$ cat config.mk
export PLATFORM = sky130hd
export DESIGN_NAME = unpremultiply_argb_to_ayuv_pixel_core
export DESIGN_NICKNAME = d
export VERILOG_FILES = /design/src/sv/unpm_ayuv_pkg.sv /design/src/sv/unpm_ayuv_div.sv /design/src/sv/unpm_ayuv_csc.sv /design/src/sv/unpremultiply_argb_to_ayuv_pixel_core.sv
export VERILOG_INCLUDE_DIRS = /design/src /design/src/sv
export SDC_FILE = /design/constraint.sdc
export NUM_CORES = 2
export LEC_CHECK = 0
export ABC_CLOCK_PERIOD_IN_PS = 5600
export BUFFER_PORTS_ARGS = -buffer_cell sky130_fd_sc_hd__buf_2
export CORE_UTILIZATION = 59
export CTS_CLUSTER_SIZE = 28
export DETAILED_ROUTE_END_ITERATION = 12
export GPL_TIMING_DRIVEN = 0
export PLACE_DENSITY = 0.79
export SLEW_MARGIN = 20
export SYNTH_ARGS = -nofsm -noshare
export SYNTH_HDL_FRONTEND = slang
export SYNTH_SLANG_ARGS = --single-unit
$ cat constraint.sdc
create_clock -name clk_i -period 5.6 [get_ports clk_i]
set_clock_uncertainty 0.15 [all_clocks]
set_input_delay 0.28 -clock clk_i [delete_from_list [all_inputs] [get_ports clk_i]]
set_output_delay 0.28 -clock clk_i [all_outputs]
set_load 0.005 [all_outputs]
$ cat src/sv/unpremultiply_argb_to_ayuv_pixel_core_assert.svh
// ----------------------------------------------------------------------------
// Assertion macros for the unpremultiply ARGB to AYUV pixel core.
// Each check is clocked on clk_i and is disabled while rst_ni is low.
// ----------------------------------------------------------------------------
`ifndef UNPREMULTIPLY_ARGB_TO_AYUV_PIXEL_CORE_ASSERT_SVH
`define UNPREMULTIPLY_ARGB_TO_AYUV_PIXEL_CORE_ASSERT_SVH

`ifndef ASSERT_OFF
// The property must hold at every clock edge outside reset.
`define ASSERT_CLK(label, prop) \
  label: assert property (@(posedge clk_i) disable iff (!rst_ni) (prop)) \
    else $error("pixel core assertion failed");
// The expression must never be true outside reset.
`define ASSERT_NEVER(label, expr) \
  label: assert property (@(posedge clk_i) disable iff (!rst_ni) !(expr)) \
    else $error("pixel core forbidden condition seen");
`else
`define ASSERT_CLK(label, prop)
`define ASSERT_NEVER(label, expr)
`endif

`endif

$ cat src/sv/unpm_ayuv_pkg.sv
// ----------------------------------------------------------------------------
// unpm_ayuv_pkg
// Shared constants, types and helper functions of the pixel core.
// ----------------------------------------------------------------------------
`timescale 1ns / 1ps
`default_nettype none

package unpm_ayuv_pkg;

  // Pipeline layout: one prepare stage, the divider stages, one multiply
  // stage and one output stage.
  localparam int unsigned DivStages = 4;
  localparam int unsigned DivSteps  = 2;
  localparam int unsigned QuoBits   = DivStages * DivSteps;
  localparam int unsigned MulStage  = DivStages + 1;
  localparam int unsigned OutStage  = DivStages + 2;
  localparam int unsigned NumStages = DivStages + 3;

  typedef logic [7:0]  chan_t;
  typedef logic [15:0] num_t;
  typedef logic [15:0] coef_t;

  // Output format register codes.
  localparam logic FmtArgb = 1'b0;
  localparam logic FmtAyuv = 1'b1;

  // Full-range color conversion coefficients in 16-bit fixed point.
  localparam coef_t CoefYR    = 16'd19595;
  localparam coef_t CoefYG    = 16'd38470;
  localparam coef_t CoefYB    = 16'd7471;
  localparam coef_t CoefCbR   = 16'd11059;
  localparam coef_t CoefCbG   = 16'd21709;
  localparam coef_t CoefChMax = 16'd32768;
  localparam coef_t CoefCrG   = 16'd27439;
  localparam coef_t CoefCrB   = 16'd5329;

  localparam chan_t ChromaOfs = 8'd128;
  localparam chan_t ChanMax   = 8'd255;

  // Product of a coefficient and a channel, shifted right by 16.
  function automatic chan_t coef_mul(input coef_t coef, input chan_t v);
    logic [23:0] prod;
    prod = {8'h00, coef} * {16'h0000, v};
    return prod[23:16];
  endfunction

  // Clamp a signed sum into the 0..255 range.
  function automatic chan_t clamp8(input logic signed [10:0] v);
    chan_t res;
    if (v < 11'sd0) begin
      res = 8'h00;
    end else if (v > 11'sd255) begin
      res = ChanMax;
    end else begin
      res = v[7:0];
    end
    return res;
  endfunction

endpackage

`default_nettype wire

$ cat src/sv/unpm_ayuv_div.sv
// ----------------------------------------------------------------------------
// unpm_ayuv_div
// One color lane of the unpremultiply step: a prepare stage followed by a
// pipelined restoring divider that yields the saturated 8-bit quotient, or zero for zero alpha.
// ----------------------------------------------------------------------------
`timescale 1ns / 1ps
`default_nettype none

module unpm_ayuv_div (
  input  wire logic                                  clk_i,
  input  wire logic [unpm_ayuv_pkg::DivStages:0]     en_i,
  input  wire unpm_ayuv_pkg::chan_t                  chan_i,
  input  wire unpm_ayuv_pkg::chan_t                  alpha_i,
  output unpm_ayuv_pkg::chan_t                       quo_o
);

  localparam int unsigned D = unpm_ayuv_pkg::DivStages;

  unpm_ayuv_pkg::num_t  num_d;
  unpm_ayuv_pkg::num_t  rem_q   [D];
  unpm_ayuv_pkg::chan_t alpha_q [D];
  unpm_ayuv_pkg::chan_t quo_q   [D+1];
  logic [D:0]           sat_q;
  logic [D:0]           zero_q;

  // Numerator c*255 + a/2, formed as c*256 - c + a/2.
  assign num_d = {chan_i, 8'h00} - {8'h00, chan_i} + {9'h000, alpha_i[7:1]};

  always_ff @(posedge clk_i) begin
    if (en_i[0]) begin
      rem_q[0]   <= num_d;
      alpha_q[0] <= alpha_i;
      quo_q[0]   <= '0;
      // The quotient would not fit in 8 bits: saturate.
      sat_q[0]   <= (num_d >= {alpha_i, 8'h00});
      zero_q[0]  <= (alpha_i == 8'h00);
    end
  end

  for (genvar s = 1; s <= D; s++) begin : g_div
    localparam int unsigned TopBit = unpm_ayuv_pkg::QuoBits - 1 - (s - 1) * unpm_ayuv_pkg::DivSteps;

    unpm_ayuv_pkg::num_t  rem_d;
    unpm_ayuv_pkg::chan_t quo_d;

    always_comb begin : p_step
      unpm_ayuv_pkg::num_t dsr;
      rem_d = rem_q[s-1];
      quo_d = quo_q[s-1];
      dsr   = '0;
      for (int k = 0; k < int'(unpm_ayuv_pkg::DivSteps); k++) begin
        dsr = {8'h00, alpha_q[s-1]} << (int'(TopBit) - k);
        if (rem_d >= dsr) begin
          rem_d = rem_d - dsr;
          quo_d = {quo_d[6:0], 1'b1};
        end else begin
          quo_d = {quo_d[6:0], 1'b0};
        end
      end
    end

    always_ff @(posedge clk_i) begin
      if (en_i[s]) begin
        quo_q[s]  <= quo_d;
        sat_q[s]  <= sat_q[s-1];
        zero_q[s] <= zero_q[s-1];
      end
    end

    // The last stage needs neither remainder nor divisor any more.
    if (s < D) begin : g_carry
      always_ff @(posedge clk_i) begin
        if (en_i[s]) begin
          rem_q[s]   <= rem_d;
          alpha_q[s] <= alpha_q[s-1];
        end
      end
    end
  end

  assign quo_o = zero_q[D] ? 8'h00 :
                 sat_q[D]  ? unpm_ayuv_pkg::ChanMax : quo_q[D];

endmodule

`default_nettype wire

$ cat src/sv/unpm_ayuv_csc.sv
// ----------------------------------------------------------------------------
// unpm_ayuv_csc
// Color conversion: a multiply stage for the nine coefficient products and
// an output stage that sums, offsets, clamps and selects the format.
// ----------------------------------------------------------------------------
`timescale 1ns / 1ps
`default_nettype none

module unpm_ayuv_csc (
  input  wire logic                  clk_i,
  input  wire logic [1:0]            en_i,
  input  wire logic                  fmt_i,
  input  wire unpm_ayuv_pkg::chan_t  red_i,
  input  wire unpm_ayuv_pkg::chan_t  green_i,
  input  wire unpm_ayuv_pkg::chan_t  blue_i,
  output unpm_ayuv_pkg::chan_t       chan1_o,
  output unpm_ayuv_pkg::chan_t       chan2_o,
  output unpm_ayuv_pkg::chan_t       chan3_o
);

  unpm_ayuv_pkg::chan_t red_q, green_q, blue_q;
  unpm_ayuv_pkg::chan_t p_yr_q, p_yg_q, p_yb_q;
  unpm_ayuv_pkg::chan_t p_cbr_q, p_cbg_q, p_cbb_q;
  unpm_ayuv_pkg::chan_t p_crr_q, p_crg_q, p_crb_q;
  logic signed [10:0]   y_s, cb_s, cr_s;
  unpm_ayuv_pkg::chan_t chan1_q, chan2_q, chan3_q;

  always_ff @(posedge clk_i) begin
    if (en_i[0]) begin
      red_q   <= red_i;
      green_q <= green_i;
      blue_q  <= blue_i;
      p_yr_q  <= unpm_ayuv_pkg::coef_mul(unpm_ayuv_pkg::CoefYR, red_i);
      p_yg_q  <= unpm_ayuv_pkg::coef_mul(unpm_ayuv_pkg::CoefYG, green_i);
      p_yb_q  <= unpm_ayuv_pkg::coef_mul(unpm_ayuv_pkg::CoefYB, blue_i);
      p_cbr_q <= unpm_ayuv_pkg::coef_mul(unpm_ayuv_pkg::CoefCbR, red_i);
      p_cbg_q <= unpm_ayuv_pkg::coef_mul(unpm_ayuv_pkg::CoefCbG, green_i);
      p_cbb_q <= unpm_ayuv_pkg::coef_mul(unpm_ayuv_pkg::CoefChMax, blue_i);
      p_crr_q <= unpm_ayuv_pkg::coef_mul(unpm_ayuv_pkg::CoefChMax, red_i);
      p_crg_q <= unpm_ayuv_pkg::coef_mul(unpm_ayuv_pkg::CoefCrG, green_i);
      p_crb_q <= unpm_ayuv_pkg::coef_mul(unpm_ayuv_pkg::CoefCrB, blue_i);
    end
  end

  // Products are already floored; negation comes after the shift.
  assign y_s  = $signed({3'b000, p_yr_q}) + $signed({3'b000, p_yg_q})
              + $signed({3'b000, p_yb_q});
  assign cb_s = $signed({3'b000, unpm_ayuv_pkg::ChromaOfs}) + $signed({3'b000, p_cbb_q})
              - $signed({3'b000, p_cbr_q}) - $signed({3'b000, p_cbg_q});
  assign cr_s = $signed({3'b000, unpm_ayuv_pkg::ChromaOfs}) + $signed({3'b000, p_crr_q})
              - $signed({3'b000, p_crg_q}) - $signed({3'b000, p_crb_q});

  always_ff @(posedge clk_i) begin
    if (en_i[1]) begin
      if (fmt_i == unpm_ayuv_pkg::FmtArgb) begin
        chan1_q <= red_q;
        chan2_q <= green_q;
        chan3_q <= blue_q;
      end else begin
        chan1_q <= unpm_ayuv_pkg::clamp8(y_s);
        chan2_q <= unpm_ayuv_pkg::clamp8(cb_s);
        chan3_q <= unpm_ayuv_pkg::clamp8(cr_s);
      end
    end
  end

  assign chan1_o = chan1_q;
  assign chan2_o = chan2_q;
  assign chan3_o = chan3_q;

endmodule

`default_nettype wire

$ cat src/sv/unpremultiply_argb_to_ayuv_pixel_core.sv
// ----------------------------------------------------------------------------
// Unpremultiply ARGB to AYUV pixel core.
// Throughput: one pixel per cycle while the output is not stalled; the seven
// register stages (prepare, four divider stages of two quotient bits each,
// multiply, output) each take a pixel, and a result is on the outputs while
// it sits in the output stage.
// Reset clears every stage valid bit and sets the output format to AYUV.
// ----------------------------------------------------------------------------
`timescale 1ns / 1ps
`default_nettype none

`include "unpremultiply_argb_to_ayuv_pixel_core_assert.svh"

// Each premultiplied color channel is recovered as
// min((c*255 + a/2) / a, 255), or zero for a fully transparent pixel, and is
// then either passed on as ARGB or converted to full-range YUV.
module unpremultiply_argb_to_ayuv_pixel_core (
  input  wire logic                  clk_i,
  input  wire logic                  rst_ni,
  // Configuration write port for the output format register.
  input  wire logic                  cfg_we_i,
  input  wire logic                  cfg_wdata_i,
  // Input pixel channel.
  input  wire logic                  in_valid_i,
  output logic                       in_stall_o,
  input  wire unpm_ayuv_pkg::chan_t  alpha_in_i,
  input  wire unpm_ayuv_pkg::chan_t  red_in_i,
  input  wire unpm_ayuv_pkg::chan_t  green_in_i,
  input  wire unpm_ayuv_pkg::chan_t  blue_in_i,
  // Output pixel channel.
  output logic                       out_valid_o,
  input  wire logic                  out_stall_i,
  output unpm_ayuv_pkg::chan_t       alpha_out_o,
  output unpm_ayuv_pkg::chan_t       chan1_out_o,
  output unpm_ayuv_pkg::chan_t       chan2_out_o,
  output unpm_ayuv_pkg::chan_t       chan3_out_o
);

  localparam int unsigned NS = unpm_ayuv_pkg::NumStages;
  localparam int unsigned DS = unpm_ayuv_pkg::DivStages;
  localparam int unsigned MS = unpm_ayuv_pkg::MulStage;
  localparam int unsigned OS = unpm_ayuv_pkg::OutStage;

  logic                 fmt_q;
  logic [NS-1:0]        valid_q, valid_d;
  logic [NS-1:0]        pipe_en;
  unpm_ayuv_pkg::chan_t alpha_q [NS];
  unpm_ayuv_pkg::chan_t red_quo, green_quo, blue_quo;
  logic                 clear_ayuv_adv;
  logic                 neutral_out;

  // The user must change the format register only while the pipeline is empty;
  // the core does not enforce this, and the output stage samples it directly.
  always_ff @(posedge clk_i or negedge rst_ni) begin
    if (!rst_ni) begin
      fmt_q <= unpm_ayuv_pkg::FmtAyuv;
    end else if (cfg_we_i) begin
      fmt_q <= cfg_wdata_i;
    end
  end

  // A stage may load when it is empty or when the stage after it loads as
  // well. Bubbles are squeezed out, so a stalled output only holds the
  // input off once every stage carries a pixel.
  always_comb begin
    pipe_en[OS] = !valid_q[OS] || !out_stall_i;
    for (int k = int'(OS) - 1; k >= 0; k--) begin
      pipe_en[k] = !valid_q[k] || pipe_en[k+1];
    end
  end

  always_comb begin
    valid_d = valid_q;
    if (pipe_en[0]) begin
      valid_d[0] = in_valid_i;
    end
    for (int k = 1; k < int'(NS); k++) begin
      if (pipe_en[k]) begin
        valid_d[k] = valid_q[k-1];
      end
    end
  end

  always_ff @(posedge clk_i or negedge rst_ni) begin
    if (!rst_ni) begin
      valid_q <= '0;
    end else begin
      valid_q <= valid_d;
    end
  end

  // Alpha travels alongside the color lanes unchanged.
  always_ff @(posedge clk_i) begin
    if (pipe_en[0]) begin
      alpha_q[0] <= alpha_in_i;
    end
    for (int k = 1; k < int'(NS); k++) begin
      if (pipe_en[k]) begin
        alpha_q[k] <= alpha_q[k-1];
      end
    end
  end

  // One divider lane per color channel, each holding its own alpha copy.
  unpm_ayuv_div u_div_red (
    .clk_i   (clk_i),
    .en_i    (pipe_en[DS:0]),
    .chan_i  (red_in_i),
    .alpha_i (alpha_in_i),
    .quo_o   (red_quo)
  );

  unpm_ayuv_div u_div_green (
    .clk_i   (clk_i),
    .en_i    (pipe_en[DS:0]),
    .chan_i  (green_in_i),
    .alpha_i (alpha_in_i),
    .quo_o   (green_quo)
  );

  unpm_ayuv_div u_div_blue (
    .clk_i   (clk_i),
    .en_i    (pipe_en[DS:0]),
    .chan_i  (blue_in_i),
    .alpha_i (alpha_in_i),
    .quo_o   (blue_quo)
  );

  // Multiply and output stages.
  unpm_ayuv_csc u_csc (
    .clk_i   (clk_i),
    .en_i    (pipe_en[OS:MS]),
    .fmt_i   (fmt_q),
    .red_i   (red_quo),
    .green_i (green_quo),
    .blue_i  (blue_quo),
    .chan1_o (chan1_out_o),
    .chan2_o (chan2_out_o),
    .chan3_o (chan3_out_o)
  );

  assign in_stall_o  = !pipe_en[0];
  assign out_valid_o = valid_q[OS];
  assign alpha_out_o = alpha_q[OS];

  // A transparent pixel in the multiply stage moves on to the output stage
  // while the core produces AYUV.
  assign clear_ayuv_adv = valid_q[MS] && pipe_en[OS] && (alpha_q[MS] == 8'h00)
                          && (fmt_q == unpm_ayuv_pkg::FmtAyuv);
  assign neutral_out    = (chan1_out_o == 8'h00)
                          && (chan2_out_o == unpm_ayuv_pkg::ChromaOfs)
                          && (chan3_out_o == unpm_ayuv_pkg::ChromaOfs);

  // The input is only held off when the whole pipeline is full and blocked.
  `ASSERT_CLK(a_stall_only_when_full, in_stall_o |-> ((&valid_q) && out_stall_i))
  // With the output side free, a transfer can enter in every cycle.
  `ASSERT_NEVER(a_stall_while_drained, !out_stall_i && in_stall_o)
  // A fully transparent pixel in AYUV mode turns into black with neutral chroma.
  `ASSERT_CLK(a_clear_pixel_ayuv, clear_ayuv_adv |=> neutral_out)

endmodule

`default_nettype wire

; Word-level counts from Yosys, hierarchy flattened
; Memories as Yosys holds them, arrays and structs flattened.
; Cells that the tools add are included.
[classes]
add_sub_neg = 35
n_mul = 7
magnitude_cmp = 33
mux = 74
n_reduce_logical = 17
[ops]
columns = operator, n
row1 = $mux 16, 21
row2 = $mux 8, 15
row3 = $mul 15x8->23 const A, 4
row4 = $add 16x7->16, 3
row5 = $ge 16x10->1, 3
row6 = $ge 16x11->1, 3
row7 = $ge 16x12->1, 3
row8 = $ge 16x13->1, 3
row9 = $ge 16x14->1, 3
row10 = $ge 16x15->1, 3
row11 = $ge 16x16->1, 3
row12 = $ge 16x8->1, 3
row13 = $ge 16x9->1, 3
row14 = $sub 16x10->16, 3
row15 = $sub 16x11->16, 3
row16 = $sub 16x12->16, 3
row17 = $sub 16x13->16, 3
row18 = $sub 16x14->16, 3
row19 = $sub 16x15->16, 3
row20 = $sub 16x8->16, 3
row21 = $sub 16x9->16, 3
row22 = $mul 13x8->21 const A, 2
row23 = $mux 1, 38
row24 = $gt 11x9->1 const B, 3
row25 = 11 further kinds, 29
[word_totals]
regBits = 135
mem_bits_rw = 464
in_bits = 38
elab_cells = 219
mem_count = 10
[mem_list]
columns = name, depth, word_bits, rd, rd_clocked_by_memory_dff, write_ports, line_no
row1 = u_div_blue.rem_q, 4, 16, 4, 0, 4, unpm_ayuv_div.sv:20  ; unpm_ayuv_pkg::num_t rem_q [D];
row2 = u_div_green.rem_q, 4, 16, 4, 0, 4, unpm_ayuv_div.sv:20
row3 = u_div_red.rem_q, 4, 16, 4, 0, 4, unpm_ayuv_div.sv:20
row4 = alpha_q, 7, 8, 7, 0, 7, unpremultiply_argb_to_ayuv_pixel_core.sv:47  ; unpm_ayuv_pkg::chan_t alpha_q [NS];
row5 = u_div_blue.quo_q, 5, 8, 5, 0, 5, unpm_ayuv_div.sv:22  ; unpm_ayuv_pkg::chan_t quo_q [D+1];
row6 = u_div_green.quo_q, 5, 8, 5, 0, 5, unpm_ayuv_div.sv:22
row7 = 4 more memories, --, --, --, --, --, --

; Longest topological paths before layout
[depth]
ltp_word = 10
depth_mapped = 23

; Modules after synthesis
; A second synthesis with hierarchy kept.
[unflattened]
cells_unflattened = 3937
area_unflattened_um2 = 42589.6
[modules_own_cells]
columns = module, n_inst, cells_per_inst, area_each_um2
row1 = unpm_ayuv_csc, 1, 1393, 14696.6
row2 = unpm_ayuv_div (u_div_red), 1, 819, 8663.3
row3 = unpm_ayuv_div (u_div_green), 1, 829, 8623.3
row4 = unpm_ayuv_div (u_div_blue), 1, 812, 8588.2
row5 = unpremultiply_argb_to_ayuv_pixel_core, 1, 84, 2018.2

; Worst setup path after synthesis
; OpenSTA, ideal clock, no wires.
[synth_timing]
path_type = register -> register
start = memory alpha_q[2][1] in the netlist's numbering
end = memory u_div_blue.rem_q[3][6] in the netlist's numbering (data pin)
setup_time_ns = 0.260
arrival_time_ns = 5.035
required_time_ns = 5.190
setup_slack_ns = 0.154
path_stages_with_launch = 21
n_path_buf = 2
cell_sequence = edfxtp_1 inv_1 ha_1 nor2b_1 o31a_1 o31a_1 o31ai_4 and2_1 buf_1 mux2i_1 fa_1 a21o_1 a21oi_1 o21bai_1 a21oi_1 a21oi_1 a31oi_4 nand4_4 nor3_4 buf_6 mux2_4
[synth_rtl]
columns = element, line_no
row1 = "start, declared", unpremultiply_argb_to_ayuv_pixel_core.sv:47
row2 = "end, declared", unpm_ayuv_div.sv:20

; Worst setup path after layout
[layout_timing]
start = register u_div_green.sat_q[4]
end = register u_csc.p_cbg_q[6] (data pin)
[layout_via]
elab_chain_len = 3
[layout_rtl]
columns = element, line_no
row1 = "start, declared", unpm_ayuv_div.sv:23  ; logic [D:0] sat_q;
row2 = "start signal, assigned by index", unpm_ayuv_div.sv:65  ; sat_q[s] <= sat_q[s-1];
row3 = $mux 8, unpm_ayuv_div.sv:82  ; sat_q[D] ? unpm_ayuv_pkg::ChanMax : quo_q[D];
row4 = $mux 8, unpm_ayuv_div.sv:81  ; assign quo_o = zero_q[D] ? 8'h00 :
row5 = net green_quo[2], unpremultiply_argb_to_ayuv_pixel_core.sv:48  ; unpm_ayuv_pkg::chan_t red_quo, green_quo, blue_quo;
row6 = $mul 15x8->23, unpm_ayuv_pkg.sv:43  ; prod = {8'h00, coef} * {16'h0000, v};
row7 = "end signal, assigned", unpm_ayuv_csc.sv:37  ; p_cbg_q <= unpm_ayuv_pkg::coef_mul(unpm_ayuv_pkg::CoefCbG, green_i);
row8 = "end, declared", unpm_ayuv_csc.sv:23  ; unpm_ayuv_pkg::chan_t p_cbr_q, p_cbg_q, p_cbb_q;
; The timed path passes the listed nets, and every way through them passes these cells.
; A chain may end at the register's enable or synchronous reset.

==> impl_metrics.py <==
metrics = {
    "global_routing": {
        "grt_pass1_vias": 27500,
        "antenna_found_initial": 0,
        "grt_max_degree": 65,
        "grt_usage_pct": 25.8,
        "grt_overflow_total": 0,
        "grt_pass1_wl_um": 136000,
    },
    "logic_synthesis": {
        "syn_nets": 4447,
        "ys_top_cells_by_area": "edfxtp_1 33%, ha_1 20%, fa_1 9.6%, inv_1 5.2%, xnor2_1 3.0%",
        "synth_top_area_cell": "edfxtp_1",
        "synth_ff_type": "edfxtp_1",
        "yosysWarnings": 0,
        "synth_compound_area_share_pct": 12.4,
        "synthCells": 3619,
        "ys_ff_latch": 429,
        "synth_top_area_share_pct": 33.4,
        "yosys.area_share.adder_pct": 29.7,
        "netlist_area_mm2": 0.0379,
        "synth_xor_area_share_pct": 4.74,
        "synth-edff-count": 421,
        "synthSimpleGateAreaFrac_pct": 10.8,
        "synthDistinctLibCells": 82,
        "ys_async_sr_fraction_pct": 1.86,
        "syn-mean-instance-area_um2": 10.5,
        "synth_top_family_by_area": "adder cells",
        "seq_area_frac_synth_pct": 33.9,
        "muxShareOfSynthArea_pct": 2.89,
    },
    "cts": {
        "clockBufferDepth": 3,
        "cts-htree-levels": 2,
        "cts_buffers": 48,
        "cts_root_buf": "clkbuf_16",
        "cts.clk_slew.worst_paths_ns": 0.06,
        "clock_sinks": 429,
        "cts_tree": "yes",
        "clock_latency_ns": 0.62,
    },
    "cells_and_area": {
        "diodes": 0,
        "area_growth_pct": 12.3,
        "drive_gt1_share_pct": 11.9,
        "stdcell_count": 4738,
        "num-nets-final": 4681,
        "fill_cells": 4604,
    },
    "timing": {
        "maxSlewViolCount": 0,
        "tightest_slew_ns": 0.956,
        "setup_violations": 1,
        "whs_ns": 0.0183,
        "slew_headroom_pct": 34.6,
        "min_period_over_period_pct": 100,
        "finalWorstSetupSlack_ns": -0.0158,
        "fmax_mhz": 178,
        "hold_violations": 0,
        "rsz0062_at_grt": "true",
        "layout_min_cycle_time_ns": 5.62,
        "timing.setup.tns_ns": -0.0158,
    },
    "routing": {
        "via_count": 27500,
        "wl_per_cell_um": 18.2,
        "final_antenna_net_count": 0,
        "avgViaCountPerCell": 5.80,
        "wl_um": 86400,
        "drt_first_iter_violations": 1592,
        "first_pass_iters": 6,
        "route.detailed.drc": 0,
    },
    "setup_path": {
        "cp.depth": 20,
        "critPathMaxFanout": 6,
        "slowest_stage": "fa_1",
        "crit_end": "u_csc.p_cbg_q[6]",
        "r2r-start": "u_div_green.sat_q[4]",
        "r2r_end": "u_csc.p_cbg_q[6]",
        "path_cells": "buf_4 > o21bai_4 > clkinvlp_4 > buf_4 > ha_2 > ha_1 > inv_1 > fa_1 > fa_1 > inv_1 > ha_1 > a2111oi_4 > o41ai_4 > o2111ai_2 > o221ai_2 > o31a_1 > o21a_1 > o21a_1 > nor2_1 > xnor2_1",
        "cp.buffers_inverters": 5,
        "crit_type": "flip-flop to flip-flop",
        "r2r_slack_ns": -0.02,
        "ff2ff_path_depth": 20,
        "endpoint_kind": "flip-flop",
        "worstSetupStartpoint": "u_div_green.sat_q[4]",
        "slowest_delay_ns": 0.51,
        "crit_required_ns": 5.81,
        "worst_setup_path_start_kind": "flip-flop",
        "critPathTopFamily": "adder cells",
        "arrival_ns": 5.83,
    },
    "floorplan": {
        "initial_core_util_pct": 59.9,
        "rows": 92,
        "io_pins": 72,
        "die_x_um": 255,
        "die_area_mm2": 0.0653,
        "fp.dieH_um": 255,
        "coreArea_mm2": 0.0633,
    },
    "placement": {
        "placed_cells": 4546,
        "pre_cts_slack_ns": -1.12,
        "dp_hpwl_um": 64900,
        "gp_congestion": 0.943,
        "port_buffers": 71,
    },
    "flow_run": {
        "maxCapViolations": 0,
    },
    "run_status": {
        "violations": "negative setup slack",
        "outcome": "finished, violations left",
    },
    "worst_hold_path": {
        "hold_class": "primary input to flip-flop",
    },
}
## area by class of cell
type	count	area, um2	area share [%]
repair buffers	187	1440	3.39
plain buffers	26	169	0.397
inverters	526	2060	4.84
multi-input cells	2635	23400	54.9
flip-flops and latches	429	12800	30.2
well taps	846	1060	2.49
clock buffers	58	1260	2.96
clock inverters	31	355	0.835
## flip-flops by register name, indices dropped and copies added, names as in the netlist, 6 cells and up
register	cells
u_div_red.quo_q	20
u_csc.p_cbg_q	7
u_csc.p_cbr_q	6
u_div_red.rem_q	64
valid_q	7
u_csc.p_yr_q	7
u_csc.chan3_o	8
u_div_blue.alpha_q	8
u_csc.p_yg_q	8
u_div_blue.quo_q	20
u_div_green.rem_q	64
u_csc.blue_q	8
u_csc.chan1_o	8
u_div_red.alpha_q	8
u_csc.red_q	8
alpha_q	40
u_csc.green_q	8
u_csc.chan2_o	8
u_csc.p_crg_q	7
u_div_green.quo_q	20
u_div_blue.rem_q	64
## per-stage QoR
step	instance area, um2	util [%]
2_1_floorplan	37900	-
3_3_place_gp	39300	62.1
3_5_place_dp	39500	62.4
4_1_cts	42000	66.3
5_1_grt	42600	67.2
6_report	42600	67.2
## metal layers
metal | global-route usage (%) | share of wire (%) | vias to the layer above | wire length (um)
met4 | 13.8 | 5.8 | 0 | 5000
li1 | - | - | 13400 | -
met2 | 45.4 | 49 | 789 | 42700
met3 | 2.74 | 4.1 | 269 | 3570
met5 | 0 | 0 | - | 0
met1 | 31.0 | 41 | 13000 | 35100
## cells in the mapped netlist, types with 28 or more instances
master,count
mux2_2,69
a21o_1,69
nor3_1,65
edfxtp_1,421
nor2b_1,55
nand4_1,44
or2_2,40
nand2_1,148
ha_1,608
fa_1,182
o21ai_0,150
nor2_1,248
inv_1,525
a21oi_1,228
nand2b_1,50
nand3_1,37
xnor2_1,131
xor2_1,74
o21bai_1,28
o21a_1,58
## cell usage in the layout, fill, tap and decap left out, types with 18 or more instances in the layout
cell type,netlist,final
a211oi_1,21,21
a21boi_0,20,20
a21o_1,69,69
a21oi_1,228,223
buf_2,2,73
buf_4,0,72
clkbuf_1,23,19
clkbuf_16,0,49
clkinvlp_4,0,24
dlygate4sd3_1,0,35
edfxtp_1,421,421
fa_1,182,181
ha_1,608,597
inv_1,525,500
mux2_2,69,69
mux2i_1,26,25
nand2_1,148,142
nand2b_1,50,50
nand3_1,37,34
nand4_1,44,44
nor2_1,248,242
nor2b_1,55,55
nor3_1,65,61
nor4_1,18,18
o21a_1,58,57
o21ai_0,150,147
o21bai_1,28,25
o31a_1,18,18
o31ai_1,24,21
or2_2,40,34
or3_1,21,21
xnor2_1,131,131
xor2_1,74,74
## worst register-to-register path, cell delays in order (launching register included)
cell and delay (ns):
edfxtp_1 0.50, buf_4 0.22, o21bai_4 0.19, clkinvlp_4 0.17
buf_4 0.18, ha_2 0.24, ha_1 0.35, inv_1 0.08
fa_1 0.48, fa_1 0.51, inv_1 0.05, ha_1 0.34
a2111oi_4 0.44, o41ai_4 0.19, o2111ai_2 0.12, o221ai_2 0.15
o31a_1 0.35, o21a_1 0.23, o21a_1 0.20, nor2_1 0.13
xnor2_1 0.07
## worst min path at each step
stage	startpoint	end	depth (start not counted)
3_3_place_gp	rst_ni	valid_q[6]	1
5_1_grt	blue_in_i[4]	u_div_blue.rem_q[0][12]	3
4_1_cts	blue_in_i[3]	u_div_blue.rem_q[0][11]	3
2_1_floorplan	rst_ni	valid_q[0]	0
3_5_place_dp	rst_ni	valid_q[5]	1
6_report	blue_in_i[4]	u_div_blue.rem_q[0][12]	3
## cells by family after synthesis
group / count (synthesis)
buffers and inverters: 555
XOR/XNOR: 205
adder cells (fa/ha/maj): 790
flip-flops: 429
AND/OR/NAND/NOR: 811
AO/OA/AOI/OAI: 730
multiplexers: 99
## repair_timing
action                                  in CTS  in global routing
pin swaps                                    7                 24
endpoints found under the setup margin     117                108
gates resized for setup                     63                 81
hold buffers                                35                  0
hold endpoints to repair                    38                  0
setup buffers                               30                 41
Power is left out: the tool's default activity adds up to more than one toggle a clock period on the data nets, which glitch-free logic cannot reach.
